==> src/design/sbh_pkg.sv <==
// Shared widths, configuration codes and status types for the string bucket hash.
package sbh_pkg;

  // Default accumulator width of the hash.
  localparam int HASH_WIDTH_DEFAULT = 64;

  // Fixed field widths.
  localparam int CHAR_W   = 8;
  localparam int BUCKET_W = 31;

  // Configuration port.
  localparam int CFG_IDX_W  = 1;
  localparam int CFG_DATA_W = 31;
  localparam logic [CFG_IDX_W-1:0] CFG_CASE_FOLD    = 1'd0;
  localparam logic [CFG_IDX_W-1:0] CFG_BUCKET_COUNT = 1'd1;

  // Fill status of the key queue, seen by both sides.
  typedef struct packed {
    logic full;
    logic empty;
  } q_status_t;

endpackage

==> src/design/sbh_front.sv <==
// Front end: folds case, accumulates the hash per character and queues finished keys.
module sbh_front import sbh_pkg::*; #(
  parameter int HASH_WIDTH = HASH_WIDTH_DEFAULT
) (
  input  logic                         clk,
  input  logic                         rst,
  input  logic                         in_valid,
  output logic                         in_stall,
  input  logic [CHAR_W-1:0]            char_code,
  input  logic                         last_char,
  input  logic                         case_fold,
  input  logic [BUCKET_W-1:0]          bucket_count,
  input  q_status_t                    q_status,
  output logic                         q_push,
  output logic [BUCKET_W+HASH_WIDTH-1:0] q_data
);

  logic [HASH_WIDTH-1:0] hash;
  logic [HASH_WIDTH-1:0] hash_next;
  logic [CHAR_W-1:0]     folded;
  logic                  accept;

  // A final character needs a free queue slot; other characters always go in.
  assign in_stall = last_char && q_status.full;
  assign accept   = in_valid && !in_stall;

  // Lower ASCII upper-case letters when folding is on.
  always_comb begin
    folded = char_code;
    if (case_fold && (char_code >= 8'h41) && (char_code <= 8'h5A)) begin
      folded = char_code + 8'h20;
    end
  end

  // Multiply by 65599 as (h << 16) + (h << 6) - h, wrapping at the accumulator width.
  assign hash_next = (hash << 16) + (hash << 6) - hash
                     + {{(HASH_WIDTH-CHAR_W){1'b0}}, folded};

  // The finished hash travels with the bucket count of its final character.
  assign q_push = accept && last_char;
  assign q_data = {bucket_count, hash_next};

  // Accumulator update; cleared after each key.
  always_ff @(posedge clk) begin
    if (rst) begin
      hash <= '0;
    end else if (accept) begin
      if (last_char) begin
        hash <= '0;
      end else begin
        hash <= hash_next;
      end
    end
  end

endmodule

==> src/design/sbh_queue.sv <==
// Two-entry queue of finished keys between the front and back ends.
module sbh_queue import sbh_pkg::*; #(
  parameter int DATA_W = BUCKET_W + HASH_WIDTH_DEFAULT
) (
  input  logic              clk,
  input  logic              rst,
  input  logic              push,
  input  logic [DATA_W-1:0] push_data,
  input  logic              pop,
  output logic [DATA_W-1:0] pop_data,
  output q_status_t         status
);

  logic [DATA_W-1:0] mem [2];
  logic              wr_ptr;
  logic              rd_ptr;
  logic [1:0]        count;

  assign status.full  = (count == 2'd2);
  assign status.empty = (count == 2'd0);
  assign pop_data     = mem[rd_ptr];

  // Storage write.
  always_ff @(posedge clk) begin
    if (push) begin
      mem[wr_ptr] <= push_data;
    end
  end

  // Pointers and fill count.
  always_ff @(posedge clk) begin
    if (rst) begin
      wr_ptr <= 1'b0;
      rd_ptr <= 1'b0;
      count  <= 2'd0;
    end else begin
      if (push) begin
        wr_ptr <= !wr_ptr;
      end
      if (pop) begin
        rd_ptr <= !rd_ptr;
      end
      unique case ({push, pop})
        2'b10:   count <= count + 2'd1;
        2'b01:   count <= count - 2'd1;
        default: count <= count;
      endcase
    end
  end

endmodule

==> src/design/sbh_back.sv <==
// Back end: bit-serial restoring modulo of each queued hash and the result register.
module sbh_back import sbh_pkg::*; #(
  parameter int HASH_WIDTH = HASH_WIDTH_DEFAULT
) (
  input  logic                           clk,
  input  logic                           rst,
  input  q_status_t                      q_status,
  input  logic [BUCKET_W+HASH_WIDTH-1:0] q_data,
  output logic                           q_pop,
  output logic                           out_valid,
  input  logic                           out_stall,
  output logic [BUCKET_W-1:0]            bucket_index
);

  localparam int CNT_W = $clog2(HASH_WIDTH);

  localparam logic [1:0] ST_IDLE = 2'd0;
  localparam logic [1:0] ST_RUN  = 2'd1;
  localparam logic [1:0] ST_HOLD = 2'd2;

  logic [1:0]            state;
  logic [CNT_W-1:0]      count;
  logic [HASH_WIDTH-1:0] dividend;
  logic [BUCKET_W-1:0]   divisor;
  logic [BUCKET_W-1:0]   rem;
  logic [BUCKET_W:0]     trial;
  logic [BUCKET_W-1:0]   rem_next;
  logic [BUCKET_W-1:0]   q_count;
  logic                  out_free;

  assign q_count  = q_data[BUCKET_W+HASH_WIDTH-1:HASH_WIDTH];
  assign q_pop    = (state == ST_IDLE) && !q_status.empty;
  assign out_free = !out_valid || !out_stall;

  // One restoring step: bring in the next dividend bit and subtract if it fits.
  always_comb begin
    trial = {rem, dividend[HASH_WIDTH-1]};
    if (trial >= {1'b0, divisor}) begin
      rem_next = BUCKET_W'(trial - {1'b0, divisor});
    end else begin
      rem_next = trial[BUCKET_W-1:0];
    end
  end

  // Divider sequencer.
  always_ff @(posedge clk) begin
    if (rst) begin
      state <= ST_IDLE;
      count <= '0;
    end else begin
      unique case (state)
        ST_IDLE: begin
          if (q_pop) begin
            state <= ST_RUN;
            count <= CNT_W'(HASH_WIDTH - 1);
          end
        end
        ST_RUN: begin
          count <= count - CNT_W'(1);
          if (count == '0) begin
            state <= ST_HOLD;
          end
        end
        ST_HOLD: begin
          if (out_free) begin
            state <= ST_IDLE;
          end
        end
        default: state <= ST_IDLE;
      endcase
    end
  end

  // Divider datapath; a zero bucket count divides by one.
  always_ff @(posedge clk) begin
    if (q_pop) begin
      dividend <= q_data[HASH_WIDTH-1:0];
      divisor  <= (q_count == '0) ? BUCKET_W'(1) : q_count;
      rem      <= '0;
    end else if (state == ST_RUN) begin
      dividend <= dividend << 1;
      rem      <= rem_next;
    end
  end

  // Result register; loads once the previous transaction has been taken.
  always_ff @(posedge clk) begin
    if (rst) begin
      out_valid <= 1'b0;
    end else if ((state == ST_HOLD) && out_free) begin
      out_valid <= 1'b1;
    end else if (!out_stall) begin
      out_valid <= 1'b0;
    end
  end

  always_ff @(posedge clk) begin
    if ((state == ST_HOLD) && out_free) begin
      bucket_index <= rem;
    end
  end

endmodule

==> src/design/string_bucket_hash.sv <==
// Top level of the string bucket hash: configuration registers, front, queue and back end.
//
// Characters of a key name are taken one per cycle, and the multiply-by-65599 accumulator
// keeps up with that rate. Each final character pushes the key's hash into a two-entry queue;
// the back end reduces it modulo the bucket count with a restoring divider that handles one
// dividend bit per cycle and takes the next key once its result is loaded. While
// the queue is full the final character of the next key is held off; the characters before
// it still flow. A result waits in an output register until it is taken, and bucket_count is
// sampled when the final character of a key is accepted.
module string_bucket_hash import sbh_pkg::*; #(
  parameter int HASH_WIDTH = HASH_WIDTH_DEFAULT
) (
  input  logic                  clk,
  input  logic                  rst,
  input  logic                  cfg_we,
  input  logic [CFG_IDX_W-1:0]  cfg_index,
  input  logic [CFG_DATA_W-1:0] cfg_data,
  input  logic                  in_valid,
  output logic                  in_stall,
  input  logic [CHAR_W-1:0]     char_code,
  input  logic                  last_char,
  output logic                  out_valid,
  input  logic                  out_stall,
  output logic [BUCKET_W-1:0]   bucket_index
);

  localparam int Q_W = BUCKET_W + HASH_WIDTH;

  logic                case_fold;
  logic [BUCKET_W-1:0] bucket_count;
  q_status_t           q_status;
  logic                q_push;
  logic                q_pop;
  logic [Q_W-1:0]      q_push_data;
  logic [Q_W-1:0]      q_pop_data;

  // Configuration registers.
  always_ff @(posedge clk) begin
    if (rst) begin
      case_fold    <= 1'b0;
      bucket_count <= BUCKET_W'(1);
    end else if (cfg_we) begin
      unique case (cfg_index)
        CFG_CASE_FOLD:    case_fold    <= cfg_data[0];
        CFG_BUCKET_COUNT: bucket_count <= cfg_data[BUCKET_W-1:0];
        default:          ;
      endcase
    end
  end

  sbh_front #(
    .HASH_WIDTH(HASH_WIDTH)
  ) u_front (
    .clk         (clk),
    .rst         (rst),
    .in_valid    (in_valid),
    .in_stall    (in_stall),
    .char_code   (char_code),
    .last_char   (last_char),
    .case_fold   (case_fold),
    .bucket_count(bucket_count),
    .q_status    (q_status),
    .q_push      (q_push),
    .q_data      (q_push_data)
  );

  sbh_queue #(
    .DATA_W(Q_W)
  ) u_queue (
    .clk      (clk),
    .rst      (rst),
    .push     (q_push),
    .push_data(q_push_data),
    .pop      (q_pop),
    .pop_data (q_pop_data),
    .status   (q_status)
  );

  sbh_back #(
    .HASH_WIDTH(HASH_WIDTH)
  ) u_back (
    .clk         (clk),
    .rst         (rst),
    .q_status    (q_status),
    .q_data      (q_pop_data),
    .q_pop       (q_pop),
    .out_valid   (out_valid),
    .out_stall   (out_stall),
    .bucket_index(bucket_index)
  );

endmodule

==> config.mk <==
export PLATFORM = sky130hd
export DESIGN_NAME = string_bucket_hash
export DESIGN_NICKNAME = d
export VERILOG_FILES = /design/src/design/sbh_pkg.sv /design/src/design/sbh_front.sv /design/src/design/sbh_queue.sv /design/src/design/sbh_back.sv /design/src/design/string_bucket_hash.sv
export SDC_FILE = /design/constraint.sdc
export NUM_CORES = 1
export LEC_CHECK = 0
export ABC_AREA = 1
export BUFFER_PORTS_ARGS = -buffer_cell sky130_fd_sc_hd__buf_4
export CAP_MARGIN = 20
export CORE_ASPECT_RATIO = 2
export CORE_MARGIN = 2
export CORE_UTILIZATION = 60
export CTS_BUF_LIST = sky130_fd_sc_hd__clkbuf_16
export CTS_CLUSTER_SIZE = 10
export DETAILED_ROUTE_END_ITERATION = 8
export PLACE_DENSITY = 0.87
export SLEW_MARGIN = 20
export SYNTH_ARGS = -nofsm -noshare
export SYNTH_HDL_FRONTEND = slang
export SYNTH_HIERARCHICAL = 1
export SYNTH_SLANG_ARGS = --single-unit
==> constraint.sdc <==
create_clock -name clk -period 8.5 [get_ports clk]
set_input_delay 0.85 -clock clk [delete_from_list [all_inputs] [get_ports clk]]
set_output_delay 0.85 -clock clk [all_outputs]
set_load 0.02 [all_outputs]
Word-level counts from Yosys, hierarchy flattened
Memory sizes are Yosys's and may differ from the RTL's. A register that Yosys moved wholly into a read port is not among the register bits.
Cells that the tools add are included.
{"block": "totals", "register_bits": 266, "ram_bits": 190, "in_bits": 46, "wordCells": 78, "mem_count": 1}
{"block": "classes", "n_addsub": 8, "n_lt_le_gt_ge": 3, "eq_ne": 9, "muxes": 18, "bitwise_logic": 1, "reduce_logical": 25}
{"name": "u_queue.mem", "words": 2, "width": 95, "read_ports": 1, "rd_ports_with_merged_regs": 1, "wr": 1, "line": "sbh_queue.sv:14", "text": "logic [DATA_W-1:0] mem [2];"}
{"op": "two-way mux 64 bit", "n": 3}
{"op": "adder 64 bit", "n": 1}
{"op": "adder 64 x 8 -> 64 bit", "n": 1}
{"op": "subtractor 64 bit", "n": 1}
{"op": "greater-or-equal comparator 32 x 31 -> 1 bit", "n": 1}
{"op": "zero test 31 bit", "n": 1}
{"op": "two-way mux 31 bit", "n": 1}
{"op": "subtractor 31 bit", "n": 1}
{"op": "one-hot mux 6 bit (2 select lines)", "n": 1}
{"op": "adder 8 x 6 -> 8 bit, second input constant", "n": 1}
{"op": "greater-or-equal comparator 8 x 7 -> 1 bit, second input constant", "n": 1}
{"op": "less-or-equal comparator 8 x 7 -> 1 bit, second input constant", "n": 1}
{"op": "two-way mux 8 bit", "n": 1}
{"op": "logical AND 1 bit", "n": 7}
{"op": "== test 2 bit, second input constant", "n": 3}
{"op": "zero test 1 bit", "n": 6}
{"op": "zero test 6 bit", "n": 1}
{"op": "two-way mux 1 bit", "n": 6}
{"op": "two-way mux 2 bit", "n": 3}
{"op": "two-way mux 6 bit", "n": 1}
{"op": "inequality test 2 x 1 -> 1 bit, second input constant", "n": 3}
{"op": "one-hot mux 2 bit (3 select lines)", "n": 1}
{"op": "AND reduction 2 bit", "n": 3}
{"op": "nonzero test 2 bit", "n": 3}
{"op": "10 further kinds", "n": 12}

Depth between registers and ports, before layout
{"block": "depth", "word_depth": 7, "ltp_mapped": 22, "ltp_nobuf": 22}

Hierarchy
Netlist, hierarchy kept.
{"module": "sbh_front", "n_inst": 1, "cells_per_inst": 1811, "area_each_um2": 10248.6, "seq_area_each_um2": 1281.2}
{"module": "sbh_back", "n_inst": 1, "cells_per_inst": 1216, "area_each_um2": 9406.5, "seq_area_each_um2": 4584.4}
{"module": "sbh_queue", "n_inst": 1, "cells_per_inst": 329, "area_each_um2": 7290.7, "seq_area_each_um2": 5805.6}
{"module": "string_bucket_hash", "n_inst": 1, "cells_per_inst": 143, "area_each_um2": 1131.1, "seq_area_each_um2": 640.6}

Worst setup path after synthesis
No wires, ideal clock.
{"block": "synth_path", "path_type": "input to register", "start": "in last_char", "end": "mem u_queue/mem[0][0] (netlist bit) (enable)", "setup_time_ps": 551, "arrival_time_ps": 5109, "t_required_ps": 7949, "setup_slack_ps": 2840, "path_stages": 5, "path_buffers": 0, "path_cell_list": "nand2_1 nand3_1 inv_1 inv_1 nor2_1"}
{"block": "synth_between", "elab_chain_len": 6}
{"element": "start, declared", "line": "string_bucket_hash.sv:21", "text": "input logic last_char,"}
{"element": "logical AND 1 bit", "line": "sbh_front.sv:24", "text": "assign in_stall = last_char && q_status.full;"}
{"element": "zero test 1 bit", "line": "sbh_front.sv:25", "text": "assign accept = in_valid && !in_stall;"}
{"element": "logical AND 1 bit", "line": "sbh_front.sv:25"}
{"element": "logical AND 1 bit *", "line": "sbh_front.sv:40", "text": "assign q_push = accept && last_char;"}
{"element": "via q_push", "line": "string_bucket_hash.sv:32", "text": "logic q_push;"}
{"element": "two-way mux 1 bit *", "line": "sbh_queue.sv:25", "text": "if (push) begin"}
{"element": "two-way mux 1 bit (implied by the code) *", "line": "sbh_queue.sv:26", "text": "mem[wr_ptr] <= push_data;"}
{"element": "end, declared", "line": "sbh_queue.sv:14"}
The timed path passes the listed nets; every way through them passes the cells marked *.

Worst setup path after layout
{"block": "layout_path", "start": "reg u_back.dividend[63]", "end": "reg u_back.rem[23]"}
{"block": "layout_between", "elab_chain_len": 2, "elab_cells_between_ends": 3, "classes_between": "add/sub (1); order compare (1); mux (1)"}
{"element": "start, declared", "line": "sbh_back.sv:23", "text": "logic [HASH_WIDTH-1:0] dividend;"}
{"element": "start signal, assigned", "line": "sbh_back.sv:77", "text": "dividend <= q_data[HASH_WIDTH-1:0];"}
{"element": "start signal, assigned", "line": "sbh_back.sv:81", "text": "dividend <= dividend << 1;"}
{"element": "subtractor 31 bit / greater-or-equal comparator 32 x 31 -> 1 bit (equally long branches)", "line": "sbh_back.sv:39, sbh_back.sv:38"}
{"element": "two-way mux 31 bit *", "line": "sbh_back.sv:38", "text": "if (trial >= {1'b0, divisor}) begin"}
{"element": "end signal, assigned", "line": "sbh_back.sv:82", "text": "rem <= rem_next;"}
{"element": "end, declared", "line": "sbh_back.sv:25", "text": "logic [BUCKET_W-1:0] rem;"}
Every way passes the cells marked *; elsewhere a longest branch is shown, timed or not.
A chain may end at the register's enable or synchronous reset.

==> metrics.cfg <==
[cts]
root_buffer = clkbuf_16
clk_pin_slew_ns = 0.06
cts_made_buffers = 52
h-tree-depth = 2
cts_buffer_depth = 3
cts-hold-fix-buffers = 0
clock_latency_ns = 0.63
cts_resized = 0
cts_tree = yes
post_cts_buffers = 0
cts_sinks = 457

[global_routing]
grt_pass1_vias = 21800
grtUsageTotal_pct = 31.7
grt_pass1_wl_mm = 118
grt_antenna_before_repair = 1
grt_overflow = 0
grt_max_degree = 72

[finish]
syn2layout_area_growth_pct = 8.14
final_area_mm2 = 0.0304
drive_above_1_share_pct = 9.99
antenna_cells = 0
mostFrequentLayoutCells = nand2_1, inv_1, edfxtp_1
final_common_cell = nand2_1
num-nets-final = 3722

[detailed_routing]
antenna_violating_nets_post_route = 0
drt_iter0_drc = 1760
vias = 22100
routed_wl_mm = 75.1
via_per_inst = 5.28
drc = 0
post_drt_wl_per_cell_um = 18.0
drt_first_pass_iters = 6

[sta]
fin_setup_tns_ns = 0
tightestPinTransition_ns = 1.06
finalCritPeriodShare_pct = 41.0
final_hold_viol_count = 0
rsz0062_at_grt = false
fmax_mhz = 287
setup_ws_ns = 5.02
setup_viol = 0
drv_slew = 0
skew_ns = 0.0479
min_period_ns = 3.48
max_slew_margin_pct = 29.4

[die]
start_util_pct = 60.5
rows = 112
die-area_mm2 = 0.0486
core_mm2 = 0.0464
die_y_um = 310
ios = 79
dieWidth_um = 157

[yosys]
yosysTopAreaCell = edfxtp_1
synth_top_family_by_area = simple AND/OR/NAND/NOR gates
ys_types = 47
synth.ff_latch_count = 457
seq_area_frac_synth_pct = 43.9
synth_simple_gate_area_share_pct = 26.0
synth_fa_ha_area_share_pct = 8.58
netlist_instances = 3499
synth-xor-area-share_pct = 1.56
synth_area_mm2 = 0.0281
syn_avg_cell_area_um2 = 8.02
syn_nets = 3707
synth_compound_area_share_pct = 3.70
synth_warnings = 6
synth_top_area_share_pct = 33.8
muxShareOfSynthArea_pct = 4.48
yosys-top-cells-area = edfxtp_1, nand2_1, dfxtp_1, inv_1, ha_1

[place]
dp_slack_ns = 4.55
dp_hpwl_mm = 57.1
gp_congestion = 1.02
placed_area_mm2 = 0.0288
numPortBuffers = 78

[worst_setup_path]
cp.arrival_ns = 3.99
crit_chain = inv_1 > ha_1 > fa_1 > inv_1 > nand2_1 > nand2_1 > nand3_2 > nand2_2 > nand2_2 > nand3_2 > nand2_2 > nand2_2 > nand2_1 > nand3_1 > nand2_1
path_max_fanout = 39
crit_type = flip-flop to flip-flop
endpoint_kind = flip-flop
required_ns = 9.01
critPathSlowestCell = nand2_2
critPathBufInv = 2
critical_path.top_delay_family = simple AND/OR/NAND/NOR gates
critPathLaunchType = flip-flop
critPathMaxStageDelay_ns = 0.77

[outcome]
status = finished, final reports clean

[flow_run]
maxCapViolations = 0

[worst_hold_path]
min_path_type = flip-flop to flip-flop

[sequential cells by signal (all words and copies together) (netlist names), named ones only]
signal / count
u_back/state: 2
u_queue/rd_ptr: 1
u_back/out_valid: 1
u_queue/mem: 190
case_fold: 1
u_back/divisor: 31
u_back/dividend: 64
u_queue/count: 2
u_back/count: 6
u_back/bucket_index: 31
u_queue/wr_ptr: 1
bucket_count: 31
u_back/rem: 31
u_front/hash: 64
[through the flow]
| stage | utilization (%) | hold slack (ns) | cells |
|---|---|---|---|
| after floorplan | - | 0.434 | 3499 |
| after global placement | 62.1 | 0.433 | 4087 |
| after detailed placement | 62.1 | 0.446 | 4087 |
| after CTS | 65.5 | 0.435 | 4182 |
| after global routing | 65.5 | 0.457 | 4182 |
| final | 65.5 | 0.457 | 4182 |
[logic make-up after synthesis]
kind of cell             Yosys count
AO/OA/AOI/OAI                    197
XOR/XNOR                          44
adder cells (fa/ha/maj)          162
buffers and inverters            816
flip-flops                       457
multiplexers                      95
AND/OR/NAND/NOR                 1728
[cell type report]
cell class | instances | area (um2)
fillers | 3912 | 16000
flip-flops and latches | 457 | 12300
repair buffers | 92 | 691
inverters | 685 | 2570
multi-input cells | 2226 | 12500
well taps | 627 | 785
clock buffers | 52 | 1300
clock inverters | 43 | 236
[worst paths after layout]
path,startpoint,to,slack (ns),cells past startpoint
worst max-delay path,u_back/dividend[63]$_DFFE_PP_,u_back/rem[23]$_SDFFE_PP0P_,5.02,15
worst min-delay path,bucket_count[30]$_SDFFE_PP0P_,u_queue/mem[1][94]$_DFFE_PP_,0.46,0
worst max register to register,u_back/dividend[63]$_DFFE_PP_,u_back/rem[23]$_SDFFE_PP0P_,5.02,15
worst min register to register,bucket_count[30]$_SDFFE_PP0P_,u_queue/mem[1][94]$_DFFE_PP_,0.46,0
[synth_stat cells, drive strengths merged]
| master | count |
|---|---|
| dfxtp | 141 |
| o21a | 1 |
| a31oi | 1 |
| a211oi | 3 |
| nand4 | 14 |
| fa | 51 |
| nand3 | 159 |
| inv | 684 |
| a221oi | 1 |
| mux2 | 95 |
| a21oi | 131 |
| or2 | 6 |
| o21ai | 51 |
| xor2 | 34 |
| nor2 | 225 |
| and2 | 39 |
| clkinv | 1 |
| nand3b | 25 |
| a22oi | 1 |
| xnor2 | 10 |
| clkbuf | 61 |
| nand2 | 1222 |
| edfxtp | 316 |
| buf | 70 |
| nor4 | 13 |
| a2bb2oi | 1 |
| o21bai | 7 |
| nor3 | 25 |
| ha | 111 |
[worst reg2reg max path, delay by kind of cell, from the launching register on]
family,cells,cell delay [ns]
AND/OR/NAND/NOR,11,2.20
adder cells (fa/ha/maj),2,0.66
flip-flops,1,0.33
buffers and inverters,2,0.20
[routing by layer]
layer	up-vias	share of wire [%]	track usage, %
li1	10800	-	-
met2	816	48	53.0
met5	-	0.017	0
met4	2	4.8	14.7
met1	10300	40	41.1
met3	175	6.9	3.87
Power is left out: the tool's default activity adds up to more than one toggle a clock period on the data nets, which glitch-free logic cannot reach.
